===== config.mk =====
export PLATFORM = sky130hd
export DESIGN_NAME = dme_sqrt
export DESIGN_NICKNAME = d
export VERILOG_FILES = /design/src/hw/rtl/dme_pkg.sv /design/src/hw/rtl/dme_sqrt.sv
export SDC_FILE = /design/constraint.sdc
export NUM_CORES = 2
export LEC_CHECK = 0
export BUFFER_PORTS_ARGS = -buffer_cell sky130_fd_sc_hd__buf_2
export CAP_MARGIN = 25
export CORE_MARGIN = 2
export CORE_UTILIZATION = 45
export CTS_BUF_LIST = sky130_fd_sc_hd__clkbuf_16
export CTS_CLUSTER_SIZE = 40
export DETAILED_ROUTE_END_ITERATION = 10
export HOLD_SLACK_MARGIN = 0.06
export PLACE_DENSITY_LB_ADDON = 0.12
export SLEW_MARGIN = 10
export SYNTH_ARGS = -nofsm -noshare
export SYNTH_HDL_FRONTEND = slang
export SYNTH_MEMORY_MAX_BITS = 65536
export SYNTH_SLANG_ARGS = --single-unit
export TNS_END_PERCENT = 30

===== constraint.sdc =====
create_clock -name aclk -period 9 [get_ports aclk]
set_input_delay 2.25 -clock aclk [delete_from_list [all_inputs] [get_ports aclk]]
set_output_delay 2.25 -clock aclk [all_outputs]
set_load 0.01 [all_outputs]

===== src/hw/rtl/dme_pkg.sv =====
package dme_pkg;

    localparam int DATA_W       = 32;
    localparam int ANGLE_W      = 25;
    localparam int SQ_W         = 64;
    localparam int ROOT_W       = 32;
    localparam int REM_W        = 33;
    localparam int SQRT_STEPS   = 32;
    localparam int CORDIC_STEPS = 20;
    localparam int PRESCALE     = 24;
    localparam int FRAC_BITS    = 16;
    localparam int ANGLE_FRAC   = 32;
    localparam int RND_SH       = ANGLE_FRAC - FRAC_BITS;
    localparam int Z_W          = 42;
    localparam int XY_W         = 64;
    localparam int OPND_W       = 34;

    localparam int FRONT_LAT    = 2;
    localparam int SQRT_LAT     = SQRT_STEPS + 1;
    localparam int CORDIC_LAT   = CORDIC_STEPS + 2;
    localparam int MDLY_LAT     = FRONT_LAT + SQRT_LAT;
    localparam int TOTAL_LAT    = MDLY_LAT + CORDIC_LAT;

    localparam int S_TDATA_W    = 12 * DATA_W;
    localparam int M_FIELDS_W   = 6 * DATA_W + 3 * ANGLE_W;
    localparam int M_TDATA_W    = ((M_FIELDS_W + 7) / 8) * 8;

    localparam logic signed [Z_W-1:0] HALF_TURN     = 42'sd773094113280;
    localparam logic signed [63:0]    RAD_TO_DEG_Q32 = 64'sd246083499208;

    function automatic logic signed [Z_W-1:0] atan_step(input int i);
        logic signed [63:0] v;
        case (i)
            0:  v = 64'sd193273528320;
            1:  v = 64'sd114096026022;
            2:  v = 64'sd60285206653;
            3:  v = 64'sd30601712202;
            4:  v = 64'sd15360239180;
            5:  v = 64'sd7687607525;
            6:  v = 64'sd3844741810;
            7:  v = 64'sd1922488225;
            8:  v = 64'sd961258780;
            9:  v = 64'sd480631223;
            10: v = 64'sd240315841;
            11: v = 64'sd120157949;
            12: v = 64'sd60078978;
            13: v = 64'sd30039489;
            default: v = (RAD_TO_DEG_Q32 + (64'sd1 <<< (i - 1))) >>> i;
        endcase
        return v[Z_W-1:0];
    endfunction

endpackage


===== src/hw/rtl/dme_sqrt.sv =====
module dme_sqrt import dme_pkg::*; (
    input  logic              aclk,
    input  logic              en,
    input  logic [SQ_W-1:0]   n_in,
    output logic [ROOT_W-1:0] root_out
);

    logic [SQ_W-1:0]   n_reg   [SQRT_STEPS];
    logic [ROOT_W-1:0] q_reg   [SQRT_STEPS];
    logic [REM_W-1:0]  rem_reg [SQRT_STEPS];
    logic [ROOT_W-1:0] root_reg;
    logic [ROOT_W-1:0] root_next;

    for (genvar s = 0; s < SQRT_STEPS; s++) begin : g_step
        logic [SQ_W-1:0]   n_prev;
        logic [ROOT_W-1:0] q_prev;
        logic [REM_W-1:0]  rem_prev;
        logic [REM_W+1:0]  remsh;
        logic [REM_W+1:0]  trial;
        logic [SQ_W-1:0]   n_next;
        logic [ROOT_W-1:0] q_next;
        logic [REM_W-1:0]  rem_next;

        if (s == 0) begin : g_first
            assign n_prev   = n_in;
            assign q_prev   = '0;
            assign rem_prev = '0;
        end else begin : g_rest
            assign n_prev   = n_reg[s-1];
            assign q_prev   = q_reg[s-1];
            assign rem_prev = rem_reg[s-1];
        end

        always_comb begin
            remsh  = {rem_prev, n_prev[SQ_W-1:SQ_W-2]};
            trial  = {1'b0, q_prev, 2'b01};
            n_next = {n_prev[SQ_W-3:0], 2'b00};
            if (remsh >= trial) begin
                rem_next = REM_W'(remsh - trial);
                q_next   = {q_prev[ROOT_W-2:0], 1'b1};
            end else begin
                rem_next = remsh[REM_W-1:0];
                q_next   = {q_prev[ROOT_W-2:0], 1'b0};
            end
        end

        always_ff @(posedge aclk) begin
            if (en) begin
                n_reg[s]   <= n_next;
                q_reg[s]   <= q_next;
                rem_reg[s] <= rem_next;
            end
        end
    end

    // round to nearest from the remainder
    assign root_next = q_reg[SQRT_STEPS-1]
                     + ROOT_W'(rem_reg[SQRT_STEPS-1] > {1'b0, q_reg[SQRT_STEPS-1]});

    always_ff @(posedge aclk) begin
        if (en) begin
            root_reg <= root_next;
        end
    end

    assign root_out = root_reg;

endmodule


==> impl_metrics.env <==
export IMPL_status="finished, final reports clean"
export IMPL_vias=72300
export IMPL_largest_register_ffs=1008
export IMPL_crit_arrival_ns=5.21
export IMPL_ant_nets=0
export IMPL_total_power_uw=35500
export IMPL_avgRoutedWirePerCell_um=18.9
export IMPL_hpwl_mm=183
export IMPL_max_stage_delay_ns=0.42
export IMPL_nNetsFinal=10300
export IMPL_netlist_instances=9369
export IMPL_async_reset_ff_share_pct=0
export IMPL_vias_per_cell=5.38
export IMPL_avgSynthCellArea_sq_um=12.9
export IMPL_tritoncts="built"
export IMPL_crit_fanout=5
export IMPL_criticalPathCategory="flop to flop"
export IMPL_clk_latency_ns=0.89
export IMPL_power_frac_clock_pct=32.4
export IMPL_slowest_stage="edfxtp_1"
export IMPL_ys_seq_area_share_pct=63.8
export IMPL_fin_crit_ns=4.60
export IMPL_wirelength_mm=254
export IMPL_holdWs_ns=0.393
export IMPL_rsz0062_at_grt="false"
export IMPL_core_area_sq_um=266000
export IMPL_pwr_density_cell_nw_per_um2=263
export IMPL_synthTopCellsByArea="edfxtp_1 64%, ha_1 6.2%, xnor2_1 3.4%"
export IMPL_worst_slew_pin_slew_ns=1.03
export IMPL_layout_area_overhead_vs_synth_pct=12.0
export IMPL_ir_worst_vdd_mv=0.180
export IMPL_seq_power_share_pct=45.7
export IMPL_clockBufferDepth=4
export IMPL_synth_edf_count=2560
export IMPL_start_util_pct=45.3
export IMPL_p_leak_uw=0.0517
export IMPL_hold_path_startpoint="n_reg[1][167]"
export IMPL_relSlewSlack_pct=31.5
export IMPL_p_int_uw=25200
export IMPL_switchingPower_uw=10300
export IMPL_io_pins=98
export IMPL_synth_cell_type_count=88
export IMPL_clock_sinks=2560
export IMPL_slew_violations=0
export IMPL_synth_fp_nets=10000
export IMPL_ys_flop_type="edfxtp_1"
export IMPL_drive_gt1_share_pct=7.90
export IMPL_worstPathRequired_ns=9.60
export IMPL_fmax_ghz=0.217
export IMPL_drtIter0Drc=5198
export IMPL_worst_path_buf_inv=1
export IMPL_swShare_pct=29.0
export IMPL_grt_max_degree=183
export IMPL_crit_family="simple AND/OR/NAND/NOR gates"
export IMPL_yosys_area_top_type_share_pct=63.8
export IMPL_worst_setup_path_end_kind="flop"
export IMPL_critical_path_cell_chain="inv_1, ha_1, nand4_1, nor2_1, a211oi_1, o21ai_0, a21o_1, a21oi_1, a211oi_1, a2111oi_0, a41oi_1, ha_1, ha_1, nand3_1, nor2_1, nand2_1, nor2_1, nand4_1, nor4_1, xnor2_1"
export IMPL_firstDrtPassIters=6
export IMPL_die_h_um=521
export IMPL_layout_cells_most_common="edfxtp_1"
export IMPL_root_buffer="clkbuf_16"
export IMPL_hold_viol=0
export IMPL_cts_setup_buffers=0
export IMPL_drc_errors=0
export IMPL_die_w_um=521
export IMPL_synth_warnings=0
export IMPL_finClkSkew_ns=0.0510
export IMPL_h_tree_depth=5
export IMPL_timing_final_crit_share_pct=51.1
export IMPL_power_frac_comb_pct=21.9
export IMPL_netlist_area_sq_um=120000
export IMPL_ys_ff_latch=2560
export IMPL_gp_congestion=0.882
export IMPL_path_clk_slew_ns=0.06
export IMPL_setup_tns_final_ns=0
export IMPL_track_usage_pct=18.4
export IMPL_rrSetupSlack_ns=4.40
export IMPL_grt_pass1_vias=71400
export IMPL_hold_class="flop to flop"
export IMPL_hold_buffers=0
export IMPL_grt_overflow=0
export IMPL_maxCapViolCount=0
export IMPL_yosys_area_top_type="edfxtp_1"
export IMPL_grt_pass1_wl_mm=399
export IMPL_layout_common_cells="2560 x edfxtp_1, 791 x inv_1, 628 x a21oi_1, 601 x nor2_1, 597 x ha_1"
export IMPL_die_area_sq_um=272000
export IMPL_cts_made_buffers=287
export IMPL_r2r_start="q_reg[1][482]"
export IMPL_portBuffers=97
export IMPL_rows=189
export IMPL_startpoint_type="flop"
export IMPL_crit_path_start="q_reg[1][482]"
export IMPL_antenna_found_initial=3
export IMPL_ctsResizeCount=0
export IMPL_finalSetupViolCount=0
per-layer routing:
layer  share of wire [%]  track usage (%)  up-vias
met3                 3.5             2.08      414
met4                 2.8             5.63        0
met5                   0                0        -
met2                  50             32.1     1354
met1                  44             24.0    35200
li1                    -                -    35300
worst register-to-register path: stages, from the launching register on:
cell	delay (ns)
edfxtp_1	0.42
inv_1	0.07
ha_1	0.30
nand4_1	0.13
nor2_1	0.12
a211oi_1	0.06
o21ai_0	0.24
a21o_1	0.16
a21oi_1	0.06
a211oi_1	0.23
a2111oi_0	0.10
a41oi_1	0.25
ha_1	0.26
ha_1	0.20
nand3_1	0.20
nor2_1	0.41
nand2_1	0.17
nor2_1	0.34
nand4_1	0.23
nor4_1	0.30
xnor2_1	0.10
power groups by stage:
stage | combinational (uW) | sequential [uW] | clock, uW
after floorplan | 5730 | 16000 | 0
after global placement | 7630 | 16500 | 0
after detailed placement | 7710 | 16500 | 0
after CTS | 7770 | 16300 | 11900
after global routing | 8680 | 16400 | 12300
final | 7770 | 16300 | 11500
cells by family (layout without fill, tap and decap cells):
group                      Yosys count  after routing  share of synthesized area, %
DFF                               2560           2560                          63.8
muxes                              131            131                          1.20
buffers and inverters              914           1431                          2.86
xor gates and xnor gates           854            854                          6.21
AOI/OAI and AO/OA                 1935           1935                          9.92
and+or+nand+nor                   2377           2377                          9.75
adders and majority gates          597            597                          6.20
other                                1              6                       0.00311
cells in the mapped netlist (37+ instances only):
cell type	n
o21a_1	104
nor3_1	227
a21o_1	263
nand3_1	161
nand2b_1	120
nor4_1	123
and2_1	45
xor2_1	391
edfxtp_1	2560
nor2_1	601
nand4_1	99
mux2_2	111
o21bai_1	59
or2_2	37
a211oi_1	43
nand2_1	579
inv_1	736
o21ai_0	477
and3_1	45
nor2b_1	84
a21oi_1	628
xnor2_1	463
a31oi_1	55
or3_1	99
o31ai_1	63
or4_1	54
ha_1	597
clkbuf_1	150
final cells by class:
type	instances	area (sq um)
Antenna cell	5	12.5
Clock buffer	289	7230
Clock inverter	231	2130
Fill cell	22800	131000
Inverter	741	2780
Multi-Input combinational cell	5895	40200
Sequential cell	2560	76900
Tap cell	3533	4420
Timing Repair Buffer	170	1240
metrics by stage:
| step | cell area (sq um) | util [%] | cells | worst slack (ns) |
|---|---|---|---|---|
| after detailed placement | 125000 | 47.3 | 12900 | 4.37 |
| after global routing | 135000 | 50.8 | 13400 | 3.85 |
| after CTS | 135000 | 50.8 | 13400 | 4.36 |
| after floorplan | 120000 | - | 9369 | 5.35 |
| final | 135000 | 50.8 | 13400 | 4.40 |
| after global placement | 125000 | 47.2 | 12900 | 4.32 |
worst paths after layout:
check | cells past startpoint | to
setup reg to reg | 20 | root_out[28]
hold reg to reg | 0 | n_reg[1][231]
hold / removal | 0 | n_reg[1][231]
setup / recovery | 20 | root_out[28]
Power figures use the tool's default switching activity.
